[src/hw/rtl/rmq_pkg.sv]
// shared types, widths and codes for the rotation matrix to quaternion core
package rmq_pkg;

	localparam int FRAC_BITS = 14;
	localparam int ELEM_W    = 16;
	// radicand is one plus up to three elements, signed
	localparam int RAD_W     = ((FRAC_BITS > ELEM_W + 1) ? FRAC_BITS : ELEM_W + 1) + 3;
	localparam int SQ_IN_W   = RAD_W - 1 + FRAC_BITS;
	localparam int Q_W       = (SQ_IN_W + 1) / 2;
	localparam int V_W       = 2 * Q_W;
	localparam int REM_W     = Q_W + 3;
	localparam int D_W       = ELEM_W + 1;
	localparam int DEN_W     = Q_W + 1;
	localparam int NUM_W     = D_W + FRAC_BITS + 1;
	localparam int LANES     = 3;

	typedef enum logic [1:0] {
		CASE_TRACE = 2'd0,
		CASE_X     = 2'd1,
		CASE_Y     = 2'd2,
		CASE_Z     = 2'd3
	} case_t;

	typedef struct packed {
		logic signed [ELEM_W-1:0] row0_col0;
		logic signed [ELEM_W-1:0] row0_col1;
		logic signed [ELEM_W-1:0] row0_col2;
		logic signed [ELEM_W-1:0] row1_col0;
		logic signed [ELEM_W-1:0] row1_col1;
		logic signed [ELEM_W-1:0] row1_col2;
		logic signed [ELEM_W-1:0] row2_col0;
		logic signed [ELEM_W-1:0] row2_col1;
		logic signed [ELEM_W-1:0] row2_col2;
	} mat_t;

	typedef struct packed {
		logic signed [ELEM_W-1:0] quat_w;
		logic signed [ELEM_W-1:0] quat_x;
		logic signed [ELEM_W-1:0] quat_y;
		logic signed [ELEM_W-1:0] quat_z;
		logic [1:0]               case_taken;
		logic                     bad_input;
	} quat_t;

	// sideband through the root stages: branch, error, three numerators
	typedef struct packed {
		case_t                        sel;
		logic                         bad;
		logic [LANES-1:0][D_W-1:0]    dv;
	} root_side_t;

	// sideband through the divider stages
	typedef struct packed {
		case_t          sel;
		logic           bad;
		logic [Q_W-1:0] root;
	} div_side_t;

endpackage

[src/hw/rtl/rmq_front.sv]
// first stage: trace, branch pick, radicand and numerator sums and differences
module rmq_front (
	input  logic                          clk,
	input  logic                          arst_n,
	input  logic                          en,
	input  logic                          in_valid,
	input  rmq_pkg::mat_t                 mat,
	output logic                          vld_s1,
	output rmq_pkg::root_side_t           side_s1,
	output logic [rmq_pkg::V_W-1:0]       sq_s1
);

	logic signed [rmq_pkg::RAD_W-1:0] a00, a11, a22, tr, one, rad;
	logic signed [rmq_pkg::D_W-1:0]   m01, m02, m10, m12, m20, m21;
	rmq_pkg::case_t                   sel;
	logic [rmq_pkg::LANES-1:0][rmq_pkg::D_W-1:0] dv;
	logic [rmq_pkg::V_W-1:0]          sq;

	always_comb begin
		a00 = rmq_pkg::RAD_W'(mat.row0_col0);
		a11 = rmq_pkg::RAD_W'(mat.row1_col1);
		a22 = rmq_pkg::RAD_W'(mat.row2_col2);
		m01 = rmq_pkg::D_W'(mat.row0_col1);
		m02 = rmq_pkg::D_W'(mat.row0_col2);
		m10 = rmq_pkg::D_W'(mat.row1_col0);
		m12 = rmq_pkg::D_W'(mat.row1_col2);
		m20 = rmq_pkg::D_W'(mat.row2_col0);
		m21 = rmq_pkg::D_W'(mat.row2_col1);
		one = '0;
		one[rmq_pkg::FRAC_BITS] = 1'b1;
		tr  = a00 + a11 + a22;
		// ties fall through to the later branch
		if (tr > one) begin
			sel = rmq_pkg::CASE_TRACE;
			rad = tr + one;
			dv  = {m01 - m10, m20 - m02, m12 - m21};
		end else if (a00 > a11 && a00 > a22) begin
			sel = rmq_pkg::CASE_X;
			rad = one + a00 - a11 - a22;
			dv  = {m20 + m02, m01 + m10, m12 - m21};
		end else if (a11 > a22) begin
			sel = rmq_pkg::CASE_Y;
			rad = one - a00 + a11 - a22;
			dv  = {m12 + m21, m01 + m10, m20 - m02};
		end else begin
			sel = rmq_pkg::CASE_Z;
			rad = one - a00 - a11 + a22;
			dv  = {m12 + m21, m20 + m02, m01 - m10};
		end
		sq = rmq_pkg::V_W'(rad[rmq_pkg::RAD_W-2:0]);
		sq = sq << rmq_pkg::FRAC_BITS;
		if (rad <= 0) begin
			sq = '0;
		end
	end

	always_ff @(posedge clk or negedge arst_n) begin
		if (!arst_n) begin
			vld_s1 <= 1'b0;
		end else if (en) begin
			vld_s1 <= in_valid;
		end
	end

	always_ff @(posedge clk) begin
		if (en) begin
			side_s1.sel <= sel;
			side_s1.bad <= (rad <= 0);
			side_s1.dv  <= dv;
			sq_s1       <= sq;
		end
	end

endmodule

[config.mk]
export PLATFORM = sky130hd
export DESIGN_NAME = rmq_front
export DESIGN_NICKNAME = d
export VERILOG_FILES = /design/src/hw/rtl/rmq_pkg.sv /design/src/hw/rtl/rmq_front.sv
export SDC_FILE = /design/constraint.sdc
export NUM_CORES = 1
export LEC_CHECK = 0
export BUFFER_PORTS_ARGS = -buffer_cell sky130_fd_sc_hd__buf_2
export CAP_MARGIN = 20
export CORE_ASPECT_RATIO = 1.2
export CORE_MARGIN = 10
export CORE_UTILIZATION = 42
export CTS_BUF_LIST = sky130_fd_sc_hd__clkbuf_4 sky130_fd_sc_hd__clkbuf_8 sky130_fd_sc_hd__clkbuf_16
export DETAILED_ROUTE_END_ITERATION = 10
export SYNTH_ARGS = -nofsm -noshare
export SYNTH_HDL_FRONTEND = slang
export SYNTH_SLANG_ARGS = --single-unit
[constraint.sdc]
create_clock -name clk -period 1.14 [get_ports clk]
set_clock_uncertainty 0.1 [all_clocks]
set_input_delay 0.171 -clock clk [delete_from_list [all_inputs] [get_ports clk]]
set_output_delay 0.171 -clock clk [all_outputs]
set_load 0.05 [all_outputs]
==> out/results.txt <==
sequential element share of the synthesized area: 14.9%
Synth Cell Area: 0.0149 sq mm
biggest cell delay along the critical path: 540 ps
Initial Utilization: 42.6%
Levels on crit path: 21
vias in the first global route: 17200
final hold vios: 0
Nets: 3113
outcome: finished, violations left
Clk Tree Root Cell: clkbuf_16
Netlist cell types: 103
Worst-Skew Late Latency: 340 ps
r2r endpoint: vld_s1$_DFFE_PN0P_
die height: 226 um
delay-heaviest family, CP: simple AND/OR/NAND/NOR gates
fmax: 0.220 GHz
GR Util All Layers: 26.6%
violated checks: negative setup slack
syn avg cell area: 8.55 sq um
post-synth top area share: 20.2%
clk buf depth: 2
# setup viols final: 146
Post-synth EDFFs: 73
initial antenna violation count: 1
clock-pin slew on the worst setup and hold paths: 50 ps
worst vdd rail ir drop: 0.000772 V
Fin Setup TNS: -223000 ps
HP Class: in -> async
crit-path cells: buf_6, or4_4, or4_4, nor2_4, nand2_4, nor3_4, xnor2_2, fa_1, ha_1, nand2_2, a21oi_4, o2111ai_2, a31oi_2, o21a_1, o21ai_2, buf_4, a311oi_4, nor4_4, buf_4, buf_12, a211oi_1
share of cells above drive strength 1: 42.2%
H-tree levels: 3
PortBufs: 221
Max-cap violations: 0
critical path capture point type: register
CP Launch Point: mat[132]
Final period util: 398%
area growth from synthesis to layout: 58.5%
Setup CP Type: in -> reg
PwrDens: 1550 mW/mm^2
Via Count: 16200
Clock Sinks: 74
total congestion overflow: 0
num rows: 75
DR vias/cell: 5.22
final critical-path required period: 4540 ps
placer congestion estimate: 1.01
Pins Over Slew Limit: 0
final wirelength: 59600 um
Post-synth ARST share: 1.35%
DRC Markers: 0
I/O Pins: 237
Die Wd: 192 um
DR iter-0 viols: 718
CP arrival: 4610 ps
ys flop type: edfxtp_1
die area: 0.0435 sq mm
WP data required: 1210 ps
Worst Max-Slew Pin Slew: 786 ps
largest net degree at the start of global routing: 35
Post-DP Area: 0.0218 sq mm
unrepaired setup endpoints after global routing: yes
TritonCTS buffer count: 9
global-route wire length before repair: 89900 um
worst r2r path cells: 1
Yosys warnings: 0
Worst slew margin: 47.4%
FF+latch count, synth: 74
worst path bufs/invs: 4
crit path capture: sq_s1[14]$_SDFFCE_PP0P_
Yosys top cell by area: ha_1
final setup margin: -3400 ps
reg2reg start: vld_s1$_DFFE_PN0P_
HPWL Detailed: 51500 um
synth top area cells: ha_1, edfxtp_1, fa_1
Final Cell Area: 0.0236 sq mm
core region area: 0.0350 sq mm
crit path max-delay cell type: or4_4
ANT nets after route: 0
crit path max fanout: 8
First-pass DRT Iterations: 5
Post-Syn Instances: 1743
Setup crit start kind: input port
CTS tree: built
leakage: 11.7 nW
flop-to-flop setup slack: 260 ps
WL/cell: 19.1 um
## stage by stage
| step | util, % | instances | total power, mW | hold slack [ps] | worst slack [ps] |
|---|---|---|---|---|---|
| floorplan | - | 1758 | 19.0 | -225 | -3310 |
| global route | 67.5 | 3115 | 38.8 | 60.9 | -3630 |
| CTS | 65.9 | 3091 | 34.7 | 21.9 | -3370 |
| finish | 67.5 | 3115 | 36.6 | 46.9 | -3400 |
| global placement | 62.2 | 3056 | 29.4 | -154 | -3740 |
| detailed placement | 62.2 | 3056 | 29.7 | -152 | -3860 |
## final cells by class
| type | instances | area [sq um] |
|---|---|---|
| diodes | 1 | 2.50 |
| clock buffers | 9 | 225 |
| well taps | 462 | 578 |
| repair buffers | 943 | 7400 |
| multi-input cells | 1433 | 12500 |
| inverters | 188 | 722 |
| fillers | 2945 | 11400 |
| clock inverters | 5 | 23.8 |
| flip-flops and latches | 74 | 2220 |
## report_power, final
| group | switching (mW) | internal [mW] |
|---|---|---|
| clock network | 1.11 | 1.42 |
| registers | 0.676 | 4.41 |
| logic | 15.3 | 13.7 |
## sequential cells by signal (all words and copies together), names as in the netlist
signal and cells:
side_s1 54, sq_s1 19, vld_s1 1
## what timing repair did
item                                   4_1_cts  5_1_grt
endpoints found under the hold margin        2        0
buffers inserted                            20       21
hold buffers                                 2        0
setup endpoints to repair                  146      146
resized for setup                          238       72
gates cloned                                 0        4
pin swaps                                   16       39
## metal layers
metal	wire [um]	part of all wire (%)	vias up	track usage [%]
met3	2340	3.9	148	2.37
met5	0	0	-	0
li1	-	-	7966	-
met2	31800	53	422	51.5
met4	3880	6.5	0	15.7
met1	21600	36	7713	26.9
## worst min-delay path by stage
stage                       from            endpoint  slack [ps]  cells after the start
final                     arst_n  vld_s1$_DFFE_PN0P_          50                      2
after detailed placement  arst_n  vld_s1$_DFFE_PN0P_        -150                      1
after global routing      arst_n  vld_s1$_DFFE_PN0P_          60                      2
after CTS                 arst_n  vld_s1$_DFFE_PN0P_          20                      2
after floorplan           arst_n  vld_s1$_DFFE_PN0P_        -220                      0
after global placement    arst_n  vld_s1$_DFFE_PN0P_        -150                      1
## cells in the final DEF (no fill, tap or decap), types with 13 or more instances in the layout
master	Yosys	routed
nor3_1	45	41
ha_1	241	230
nand3_1	22	21
o21a_1	25	25
nand2b_1	23	23
a21oi_1	120	110
nor2_4	0	14
nand2_1	87	81
o211ai_1	15	15
nor2_1	137	114
buf_4	18	675
xnor2_1	99	95
or3_1	15	13
edfxtp_1	73	73
o21ai_1	2	22
clkbuf_16	0	13
buf_6	3	102
a21o_1	33	33
fa_1	75	71
xor2_1	39	38
mux2i_1	41	39
inv_1	186	182
buf_2	15	141
a211oi_1	28	20
buf_12	0	15
conb_1	1	16
o21ai_0	92	62
o31ai_1	15	13
o21bai_1	17	16
and3_1	21	20
nor2b_1	28	26
## synth_stat cells, types with 7 or more instances
cell and instances:
o21bai_1 17, a21o_1 33, and2_1 10, buf_4 18
o21a_1 25, nor2_1 137, o21ai_0 92, nand3_1 22
a31oi_1 15, ha_1 241, clkbuf_1 24, nor3_1 45
xor2_1 39, nand2_1 87, mux2i_1 41, a211oi_1 28
mux2_2 7, nand2b_1 23, xnor2_1 99, o31ai_1 15
nor4_1 11, nand4_1 11, edfxtp_1 73, nor2b_1 28
or2_2 7, a41oi_1 7, inv_1 186, a21oi_1 120
o211ai_1 15, buf_2 15, fa_1 75, and3_1 21
or3_1 15
## cells by family after synthesis
family / count (synthesis) / share of synthesized area (%)
compound gates: 462 / 21.0
other cells: 1 / 0.0252
fa+ha+maj: 317 / 30.4
buf+inv: 251 / 7.09
xor+xnor: 138 / 8.11
simple gates: 451 / 15.2
mux: 49 / 3.36
flops: 74 / 14.9
Note: power is estimated with default switching activity, not from simulation.
