===== config.mk =====
export PLATFORM = sky130hd
export DESIGN_NAME = rmq_sqrt
export DESIGN_NICKNAME = d
export VERILOG_FILES = /design/src/hw/rtl/rmq_pkg.sv /design/src/hw/rtl/rmq_sqrt.sv
export SDC_FILE = /design/constraint.sdc
export NUM_CORES = 1
export LEC_CHECK = 0
export BUFFER_PORTS_ARGS = -buffer_cell sky130_fd_sc_hd__buf_2
export CORE_MARGIN = 5
export CORE_UTILIZATION = 50
export CTS_CLUSTER_SIZE = 16
export DETAILED_ROUTE_END_ITERATION = 10
export GPL_TIMING_DRIVEN = 0
export PLACE_DENSITY = 0.66
export SYNTH_ARGS = -nofsm -noshare
export SYNTH_HDL_FRONTEND = slang
export SYNTH_SLANG_ARGS = --single-unit

===== constraint.sdc =====
create_clock -name clk -period 2.92 [get_ports clk]
set_clock_uncertainty 0.05 [all_clocks]
set_input_delay 0.438 -clock clk [delete_from_list [all_inputs] [get_ports clk]]
set_output_delay 0.438 -clock clk [all_outputs]
set_load 0.005 [all_outputs]

===== src/hw/rtl/rmq_pkg.sv =====
// shared types, widths and codes for the rotation matrix to quaternion core
package rmq_pkg;

	localparam int FRAC_BITS = 14;
	localparam int ELEM_W    = 16;
	// radicand is one plus up to three elements, signed
	localparam int RAD_W     = ((FRAC_BITS > ELEM_W + 1) ? FRAC_BITS : ELEM_W + 1) + 3;
	localparam int SQ_IN_W   = RAD_W - 1 + FRAC_BITS;
	localparam int Q_W       = (SQ_IN_W + 1) / 2;
	localparam int V_W       = 2 * Q_W;
	localparam int REM_W     = Q_W + 3;
	localparam int D_W       = ELEM_W + 1;
	localparam int DEN_W     = Q_W + 1;
	localparam int NUM_W     = D_W + FRAC_BITS + 1;
	localparam int LANES     = 3;

	typedef enum logic [1:0] {
		CASE_TRACE = 2'd0,
		CASE_X     = 2'd1,
		CASE_Y     = 2'd2,
		CASE_Z     = 2'd3
	} case_t;

	typedef struct packed {
		logic signed [ELEM_W-1:0] row0_col0;
		logic signed [ELEM_W-1:0] row0_col1;
		logic signed [ELEM_W-1:0] row0_col2;
		logic signed [ELEM_W-1:0] row1_col0;
		logic signed [ELEM_W-1:0] row1_col1;
		logic signed [ELEM_W-1:0] row1_col2;
		logic signed [ELEM_W-1:0] row2_col0;
		logic signed [ELEM_W-1:0] row2_col1;
		logic signed [ELEM_W-1:0] row2_col2;
	} mat_t;

	typedef struct packed {
		logic signed [ELEM_W-1:0] quat_w;
		logic signed [ELEM_W-1:0] quat_x;
		logic signed [ELEM_W-1:0] quat_y;
		logic signed [ELEM_W-1:0] quat_z;
		logic [1:0]               case_taken;
		logic                     bad_input;
	} quat_t;

	// sideband through the root stages: branch, error, three numerators
	typedef struct packed {
		case_t                        sel;
		logic                         bad;
		logic [LANES-1:0][D_W-1:0]    dv;
	} root_side_t;

	// sideband through the divider stages
	typedef struct packed {
		case_t          sel;
		logic           bad;
		logic [Q_W-1:0] root;
	} div_side_t;

endpackage


===== src/hw/rtl/rmq_sqrt.sv =====
// pipelined integer square root, one result bit per stage
module rmq_sqrt (
	input  logic                        clk,
	input  logic                        arst_n,
	input  logic                        en,
	input  logic                        in_valid,
	input  rmq_pkg::root_side_t         in_side,
	input  logic [rmq_pkg::V_W-1:0]     in_sq,
	output logic                        out_valid,
	output rmq_pkg::root_side_t         out_side,
	output logic [rmq_pkg::Q_W-1:0]     out_root
);

	logic                        vld_s  [1:rmq_pkg::Q_W];
	rmq_pkg::root_side_t         side_s [1:rmq_pkg::Q_W];
	logic [rmq_pkg::V_W-1:0]     val_s  [1:rmq_pkg::Q_W];
	logic [rmq_pkg::REM_W-1:0]   rem_s  [1:rmq_pkg::Q_W];
	logic [rmq_pkg::Q_W-1:0]     root_s [1:rmq_pkg::Q_W];

	for (genvar k = 1; k <= rmq_pkg::Q_W; k++) begin : g_stage
		logic                      pv;
		rmq_pkg::root_side_t       pside;
		logic [rmq_pkg::V_W-1:0]   pval;
		logic [rmq_pkg::REM_W-1:0] prem, r2, trial;
		logic [rmq_pkg::Q_W-1:0]   proot;
		logic                      ge;

		if (k == 1) begin : g_first
			assign pv    = in_valid;
			assign pside = in_side;
			assign pval  = in_sq;
			assign prem  = '0;
			assign proot = '0;
		end else begin : g_next
			assign pv    = vld_s[k-1];
			assign pside = side_s[k-1];
			assign pval  = val_s[k-1];
			assign prem  = rem_s[k-1];
			assign proot = root_s[k-1];
		end

		always_comb begin
			r2    = {prem[rmq_pkg::REM_W-3:0], pval[rmq_pkg::V_W-1 -: 2]};
			trial = rmq_pkg::REM_W'({proot, 2'b01});
			ge    = (r2 >= trial);
		end

		always_ff @(posedge clk or negedge arst_n) begin
			if (!arst_n) begin
				vld_s[k] <= 1'b0;
			end else if (en) begin
				vld_s[k] <= pv;
			end
		end

		always_ff @(posedge clk) begin
			if (en) begin
				side_s[k] <= pside;
				val_s[k]  <= {pval[rmq_pkg::V_W-3:0], 2'b00};
				rem_s[k]  <= ge ? (r2 - trial) : r2;
				root_s[k] <= {proot[rmq_pkg::Q_W-2:0], ge};
			end
		end
	end

	assign out_valid = vld_s[rmq_pkg::Q_W];
	assign out_side  = side_s[rmq_pkg::Q_W];
	assign out_root  = root_s[rmq_pkg::Q_W];

endmodule


==> results.toml, run 1 <==
[power]
p_per_area_nw_per_um2 = 770
power_w = 0.0540
p_leak_nw = 25.6
worst_ir_drop_vdd_uv = 584

[sta]
relSlewSlack_pct = 38.7
setup_viol = 0
slew_viol_final = 0
tightest_slew_ns = 0.920
min_period_ns = 2.88
finalSetupTns_ns = 0
finalCritPeriodShare_pct = 98.6
fmax_ghz = 0.347
finalHoldViolCount = 0

[clocking]
cts_max_level = 4
clk_pin_slew_worst_paths_ns = 0.06
cts_tree = "built"
cts_sinks = 1628
clk_latency_ns = 0.76
clockRootBuffer = "clkbuf_16"
numCtsBuffers = 163
clock_path_buffers = 3

[setup_path]
crit_type = "reg2reg"
reg2reg_to = "rem_s[0][314]$_DFFE_PP_"
r2r_slack_ns = 0.04
slowest_stage = "a221oi_1"
slowest_delay_ns = 0.42
cp.arrival_ns = 3.33
reg2reg_depth = 8
end_kind = "flip-flop"
worstPathRequired_ns = 3.37
crit_fanout = 4
start_kind = "flip-flop"
reg2reg_from = "rem_s[0][280]$_DFFE_PP_"
cp_top_family = "compound AO/OA/AOI/OAI gates"
critPathBufInv = 0
path_cells = "ha_1 > nor2b_1 > o31a_1 > nor3_1 > o21ai_0 > a221oi_1 > xnor2_1 > mux2_2"

[synth]
syn_area_per_cell_um2 = 17.9
synth-main-ff-cell = "edfxtp_1"
synth.largest_area_cell = "edfxtp_1"
yosys_warnings = 0
synth.area.top_cells = "edfxtp_1 (81%), ha_1 (3.6%), xnor2_1 (1.5%)"
synthesis.area_um2 = 60000
synth_edf_count = 1611
async_flop_share_pct = 1.04
synth_nets = 3614
yosysSeqAreaShare_pct = 81.3
synth_cells = 3351
synth.distinct_cells = 82
yosysTopAreaCellShare_pct = 80.6
ys_ff_latch = 1628

[floorplanning]
dieArea_um2 = 127000
core_um2 = 120000
initial_core_util_pct = 50.2
num_rows = 127
die_h_um = 356
ios = 164
chipWidth_um = 356

[run]
maxCapViolCount = 0

[cells_and_area]
syn2layout_area_growth_pct = 16.8
fin_nets = 4062
fillers = 8819
drive_gt1_share_pct = 14.6

[detailed_routing]
drt_iter0_markers = 1498
vias = 27700
wl_um = 88200
wire_per_inst_um = 15.9
drc_errors = 0
final_antenna_net_count = 0
viasPerCell = 4.99
drt_first_pass_iters = 6

[outcome]
status = "finished clean"

[placed_design]
portBuffers = 163
hpwl_um = 52700
gp_congestion = 0.844

[global_routing]
antenna_found_initial = 2
grt.total_usage_pct = 14.1
grt_pass1_wl_um = 143000
overflow = 0
grt_max_degree = 180
grt_pass1_vias = 28500

[hold_path]
hold_class = "in2async"
worst max path at each step:
stage	from	endpoint	slack [ns]	depth (start not counted)
global route	rem_s[0][183]$_DFFE_PP_	rem_s[0][208]$_DFFE_PP_	-0.001	7
detailed placement	en	side_s[0][951]$_DFFE_PP_	-2.94	8
floorplan	rem_s[0][201]$_DFFE_PP_	rem_s[0][229]$_DFFE_PP_	0.23	9
global placement	en	side_s[0][908]$_DFFE_PP_	-23.57	1
CTS	rem_s[0][306]$_DFFE_PP_	rem_s[0][327]$_DFFE_PP_	0.003	8
finish	rem_s[0][280]$_DFFE_PP_	rem_s[0][314]$_DFFE_PP_	0.04	8
cells in the mapped netlist (all sizes together) (8+ instances only):
| cell type | instances |
|---|---|
| xnor2 | 107 |
| nor2 | 166 |
| nand3 | 40 |
| nor3b | 8 |
| a21oi | 155 |
| nor3 | 64 |
| or4 | 14 |
| nor2b | 21 |
| dfrtp | 17 |
| a21o | 27 |
| o21ai | 123 |
| a31oi | 13 |
| clkbuf | 26 |
| buf | 12 |
| a211oi | 18 |
| mux2 | 48 |
| xor2 | 98 |
| nor4 | 24 |
| nand2 | 142 |
| nand4 | 18 |
| ha | 171 |
| or3 | 23 |
| and3 | 8 |
| o21a | 22 |
| inv | 202 |
| o211ai | 17 |
| or2 | 12 |
| edfxtp | 1611 |
| o31ai | 12 |
| nand2b | 39 |
worst register-to-register path: cells and delay by family, from the launching register on:
kind	cells	cell delay, ns
flops	1	0.40
compound gates	3	1.03
mux	1	0.27
fa+ha+maj	1	0.37
xor+xnor	1	0.10
simple gates	2	0.41
state kept, by name (all words and copies together), names as in the netlist:
name        flops
side_s        918
g_stage.pv     16
val_s         272
out_valid       1
rem_s         268
root_s        153
power by group:
group	leakage (nW)	switching, W	internal [W]
clock	2.56	0.00842	0.0118
combinational	7.19	0.00273	0.00211
sequential	15.8	0.000818	0.0281
routing by layer:
layer / routed length [µm] / global-route usage, % / part of all wire (%)
met2: 45500 / 25.0 / 52
met1: 35700 / 16.4 / 40
met4: 3640 / 6.78 / 4.1
met5: 0 / 0 / 0
met3: 3380 / 3.05 / 3.8
cell type report:
| class | count | area [µm²] | share of cell area [%] |
|---|---|---|---|
| Timing Repair Buffer | 288 | 2470 | 3.52 |
| Tap cell | 1612 | 2020 | 2.88 |
| Multi-Input combinational cell | 1483 | 10600 | 15.1 |
| Clock inverter | 91 | 985 | 1.40 |
| Inverter | 202 | 758 | 1.08 |
| Buffer | 33 | 200 | 0.286 |
| Antenna cell | 1 | 2.50 | 0.00357 |
| Clock buffer | 203 | 4290 | 6.12 |
| Sequential cell | 1628 | 48800 | 69.6 |
through the flow:
| step | worst slack, ns | util [%] | hold WS, ns | std cells | instance area, µm² |
|---|---|---|---|---|---|
| after floorplan | 0.227 | - | 0.0924 | 3351 | 60000 |
| after global placement | -23.57 | 52.5 | 0.318 | 5126 | 62800 |
| after detailed placement | -2.94 | 52.8 | 0.324 | 5136 | 63100 |
| after CTS | 0.00286 | 58.4 | 0.0156 | 5537 | 69900 |
| after global routing | -0.00122 | 58.6 | 0.0585 | 5540 | 70100 |
| final | 0.0398 | 58.6 | 0.0829 | 5541 | 70100 |
repair_timing:
item,4_1_cts,5_1_grt
setup endpoints to repair,745,131
buffers inserted,6,5
endpoints found under the hold margin,112,0
hold buffers,94,0
cloned,10,0
gates resized for setup,35,64
pin swaps,3,5
cells by family after synthesis:
family / count (synthesis) / share of synthesized area (%)
multiplexers: 53 / 1.00
adder cells (fa/ha/maj): 171 / 3.57
AO/OA/AOI/OAI: 449 / 4.60
other: 1 / 0.00625
buffers and inverters: 240 / 1.54
AND/OR/NAND/NOR: 604 / 4.96
flip-flops: 1628 / 81.3
XOR/XNOR: 205 / 3.00
cells in the final DEF (no fill, tap or decap), drive strengths merged, types with 23 or more instances in the layout:
master and count:
a21o 27, a21oi 155, buf 203, clkbuf 219, clkinv 68, dlygate4sd3 93
edfxtp 1611, ha 171, inv 206, mux2 48, nand2 142, nand2b 39
nand3 40, nor2 166, nor3 64, nor4 24, o21ai 123, or3 23
xnor2 107, xor2 98
Power figures use the tool's default switching activity.
==> run 2, diff against run 1 <==
- TNS_END_PERCENT: not set -> 5
- clock period: 2.92 -> 2.9 ns (I/O delays scaled with it)
==> results.toml, run 2 (same netlist as run 1, synthesis figures left out) <==
[power]
p_per_area_nw_per_um2 = 775
p_leak_nw = 25.6
worst_ir_drop_vdd_uv = 590

[floorplanning]
dieArea_um2 = 127000
die_h_um = 356
chipWidth_um = 356
initial_core_util_pct = 50.2
ios = 164
core_um2 = 120000
num_rows = 127

[setup_path]
crit_fanout = 5
reg2reg_from = "val_s[0][382]$_DFFE_PP_"
cp_top_family = "compound AO/OA/AOI/OAI gates"
worstPathRequired_ns = 3.33
path_cells = "inv_1 > ha_1 > nand2b_1 > a211oi_1 > o311a_1 > nor3_2 > a221o_1 > nor4_2 > xor2_1"
slowest_delay_ns = 0.58
cp.arrival_ns = 3.33
slowest_stage = "edfxtp_1"
start_kind = "flip-flop"
crit_type = "reg2reg"
startpoint = "val_s[0][382]$_DFFE_PP_"
end_kind = "flip-flop"
critPathBufInv = 1

[global_routing]
grt_pass1_wl_um = 143000
antenna_found_initial = 2
grt_pass1_vias = 28500
grt.total_usage_pct = 14.1
overflow = 0
grt_max_degree = 180

[clocking]
clock_path_buffers = 3
cts_sinks = 1628
numCtsBuffers = 163
clockRootBuffer = "clkbuf_16"
clk_latency_ns = 0.76
clk_pin_slew_worst_paths_ns = 0.06
cts_max_level = 4
cts_tree = "built"

[cells_and_area]
finalInstanceArea_um2 = 70200
fillers = 8813
regMostFlops = "side_s"
final_util_pct = 58.6
layout_common_cells = "edfxtp_1 (1611), inv_1 (200), buf_2 (167)"
largest_reg_flops = 918
syn2layout_area_growth_pct = 16.9
reg_top3 = "side_s (918), val_s (272), rem_s (268)"
fin_nets = 4059
seq_area_um2 = 48800
multi_input_area_um2 = 10700
drive_gt1_share_pct = 14.7
mostFrequentLayoutCell = "edfxtp_1"

[sta]
fmax_ghz = 0.345
finalHoldViolCount = 0
tightest_slew_ns = 0.969
hold_slack_ns = 0.0785
finalSetupTns_ns = -0.00187
setup_viol = 1
rsz0062_at_grt = "true"
relSlewSlack_pct = 35.4
slew_viol_final = 0
finalWorstSetupSlack_ns = -0.00187
finalCritPeriodShare_pct = 100
min_period_ns = 2.90

[detailed_routing]
route.met2.wl_um = 45500
drt_iter0_markers = 1493
drt_first_pass_iters = 5
vias = 27700
drt-met1-wl_um = 35500
drc_errors = 0
wire_per_inst_um = 15.9
viasPerCell = 5.01
final_antenna_net_count = 0
wl_met3_um = 3500
wl_um = 88300
highest_layer = "met4"

[outcome]
failed_checks = "setup timing"
status = "complete, but fails checks"

[placed_design]
hpwl_um = 52700
portBuffers = 163
placed_cell_area_um2 = 63100
gp_congestion = 0.844

[hold_path]
hold_class = "in2async"

[run]
maxCapViolCount = 0
[run 2: layout make-up]
class                   instances  share of cell area [%]
plain buffers                  36                   0.310
flip-flops and latches       1628                    69.6
diodes                          2                 0.00713
clock buffers                 203                    6.12
multi-input cells            1483                    15.2
well taps                    1612                    2.87
clock inverters                91                    1.40
repair buffers                282                    3.45
inverters                     202                    1.08
[run 2: routing by layer]
| layer | GRT usage, % | vias to the layer above |
|---|---|---|
| met2 | 25.0 | 479 |
| li1 | - | 13600 |
| met5 | 0 | - |
| met4 | 6.84 | 0 |
| met3 | 3.05 | 247 |
| met1 | 16.4 | 13400 |
[run 2: stage by stage]
step	instances	power [W]	setup WS (ns)
final	5539	0.0544	-0.00187
after global routing	5537	0.0569	-0.120
after CTS	5536	0.0550	-0.0696
after detailed placement	5136	0.0341	-2.96
after global placement	5126	0.0351	-23.59
after floorplan	3351	0.0324	0.207
[run 2: final timing paths]
| check | end | slack, ns | depth (start not counted) |
|---|---|---|---|
| hold / removal | g_stage[16].pv$_DFFE_PN0P_ | 0.08 | 2 |
| setup reg to reg | rem_s[0][257]$_DFFE_PP_ | -0.002 | 9 |
| hold reg to reg | side_s[0][443]$_DFFE_PP_ | 0.35 | 0 |
| setup / recovery | rem_s[0][257]$_DFFE_PP_ | -0.002 | 9 |
| min in group clk | side_s[0][199]$_DFFE_PP_ | 0.20 | 2 |
| max in group asynchronous | g_stage[14].pv$_DFFE_PN0P_ | 2.45 | 2 |
[run 2: power by group]
group	internal [W]	leakage (nW)	switching [W]
logic	0.00216	7.17	0.00276
registers	0.0283	15.8	0.000831
clock network	0.0119	2.56	0.00848
[run 2: timing repair]
item                                    CTS  global route
hold buffers                             93             0
gates resized for setup                  46            67
endpoints found under the setup margin  750           141
pin swaps                                 1            11
cloned                                   10             0
hold endpoints to repair                117             0
setup buffers                             4             2
==> run 3, diff against run 2 <==
- ABC_AREA: not set -> 1
- BUFFER_PORTS_ARGS: -buffer_cell sky130_fd_sc_hd__buf_2 -> not set
- DONT_BUFFER_PORTS: not set -> 1
- GPL_TIMING_DRIVEN: 0 -> not set
- PLACE_DENSITY: 0.66 -> not set
==> results.toml, run 3 <==
[setup_path]
reg2reg_to = "rem_s[0][188]$_DFFE_PP_"
cp.arrival_ns = 3.18
end_kind = "flip-flop"
crit_type = "in2reg"
path_cells = "buf_16 > buf_16 > buf_16"
worstPathRequired_ns = 3.23
start_kind = "primary input"
slowest_delay_ns = 0.84
startpoint = "en"
crit_top_cell = "buf_16"
reg2reg_from = "val_s[0][286]$_DFFE_PP_"
reg2reg_depth = 10
crit_fanout = 257
slowest_stage = "buf_16"
r2r_slack_ns = 0.35
endpoint = "side_s[0][923]$_DFFE_PP_"

[power]
p_leak_nw = 27.9
power_w = 0.0542
worst_ir_drop_vdd_uv = 615
p_per_area_nw_per_um2 = 752

[cells_and_area]
seq_area_um2 = 48800
multi_input_area_um2 = 12600
syn2layout_area_growth_pct = 13.2
fin_nets = 5101
largest_reg_flops = 918
finalInstanceArea_um2 = 72100
mostFrequentLayoutCell = "edfxtp_1"
layout_common_cells = "edfxtp_1 (1611), nand2_1 (1009), inv_1 (549)"
regMostFlops = "side_s"
n_antenna_cell = 0
fillers = 10000
drive_gt1_share_pct = 7.73
reg_top3 = "side_s (918), val_s (272), rem_s (268)"

[detailed_routing]
wire_per_inst_um = 15.5
drt_first_pass_iters = 5
viasPerCell = 4.92
vias = 32600
final_antenna_net_count = 0
drt_iter0_markers = 2362
drc_errors = 0
wl_um = 103000

[global_routing]
grt_pass1_vias = 31600
antenna_found_initial = 1
grt_pass1_wl_um = 165000
overflow = 0
grt_max_degree = 258
grt.total_usage_pct = 15.2

[floorplanning]
dieArea_um2 = 135000
num_rows = 131
initial_core_util_pct = 50.2
die_h_um = 367
ios = 164
core_um2 = 127000
chipWidth_um = 367

[placed_design]
placed_cell_area_um2 = 65800
hpwl_um = 67400
gp_congestion = 0.859
portBuffers = 0

[run]
maxCapViolCount = 0

[clocking]
clockRootBuffer = "clkbuf_16"
cts_max_level = 4
clk_pin_slew_worst_paths_ns = 0.06
cts_setup_buffers = 0
numCtsBuffers = 166
cts_tree = "built"
cts_sinks = 1628
clock_path_buffers = 3
post_cts_resized = 0
clk_latency_ns = 0.79

[synth]
synth.distinct_cells = 48
yosysMostFrequentCell = "edfxtp_1"
synth.largest_area_cell = "edfxtp_1"
synth.area.top_cells = "edfxtp_1 (76%), nand2_1 (5.9%), ha_1 (3.4%)"
async_flop_share_pct = 1.04
synth_top_cells_by_count = "edfxtp_1 (1611), nand2_1 (1009), inv_1 (549)"
ys_ff_latch = 1628
synth_cells = 4587
synth_edf_count = 1611
yosysSeqAreaShare_pct = 76.6
synthesis.area_um2 = 63700
synth_nets = 4850
yosysTopAreaCellShare_pct = 75.9
synth-main-ff-cell = "edfxtp_1"
yosys_warnings = 0
syn_area_per_cell_um2 = 13.9

[sta]
rsz0062_at_grt = "true"
relSlewSlack_pct = 12.6
tightest_slew_ns = 1.31
finalSetupTns_ns = 0
slew_viol_final = 0
finalCritPeriodShare_pct = 98.1
min_period_ns = 2.84
fmax_ghz = 0.352
setup_viol = 0
finalHoldViolCount = 0

[outcome]
status = "finished clean"

[hold_path]
hold_class = "in2async"
-- run 3: worst min path at each step --
stage	start	to	slack [ns]
after floorplan	arst_n	g_stage[10].pv$_DFFE_PN0P_	0.09
after global placement	arst_n	out_valid$_DFFE_PN0P_	0.09
after detailed placement	arst_n	out_valid$_DFFE_PN0P_	0.09
after CTS	arst_n	g_stage[8].pv$_DFFE_PN0P_	0.09
after global routing	arst_n	g_stage[10].pv$_DFFE_PN0P_	0.15
final	arst_n	g_stage[10].pv$_DFFE_PN0P_	0.13
-- run 3: worst max-delay path, delay by kind of cell --
kind                   cells  cell delay (ns)
buffers and inverters      3             2.24
-- run 3: kinds of logic after synthesis --
kind of cell             share of synthesized area [%]
XOR/XNOR                                          1.48
other                                          0.00588
buffers and inverters                             3.70
flip-flops                                        76.6
AND/OR/NAND/NOR                                   11.6
AO/OA/AOI/OAI                                     3.23
adder cells (fa/ha/maj)                           3.36
multiplexers                                    0.0177
-- run 3: report_power, final --
group | switching [W] | total, W | internal, W
sequential | 0.000805 | 0.0289 | 0.0281
combinational | 0.00326 | 0.00499 | 0.00173
clock | 0.00875 | 0.0203 | 0.0116
-- run 3: area by class of cell --
cell class | instances | share of cell area [%]
flip-flops and latches | 1628 | 67.7
well taps | 1662 | 2.88
clock buffers | 207 | 5.97
multi-input cells | 2368 | 17.4
clock inverters | 90 | 1.39
inverters | 562 | 2.93
repair buffers | 112 | 1.74
-- run 3: stage by stage --
step                utilization [%]  hold slack (ns)  cells  setup WS [ns]
CTS                            56.8           0.0914   6628         0.0479
detailed placement             51.8           0.0902   6237         -0.825
finish                         56.8            0.132   6629         0.0554
global route                   56.8            0.145   6629        -0.0645
global placement               51.8           0.0902   6237         -0.790
floorplan                         -           0.0894   4587          0.943
-- run 3: repair_timing --
item	in CTS	in global routing
endpoints found under the setup margin	0	443
hold buffers	94	0
endpoints found under the hold margin	138	0
-- run 3: metal layers --
metal / global-route usage (%) / up-vias / share of wire, %
li1: - / 16500 / -
met1: 21.7 / 15400 / 48
met2: 23.8 / 530 / 46
met3: 3.37 / 185 / 4.2
met4: 4.72 / 0 / 2.5
met5: 0 / - / 0
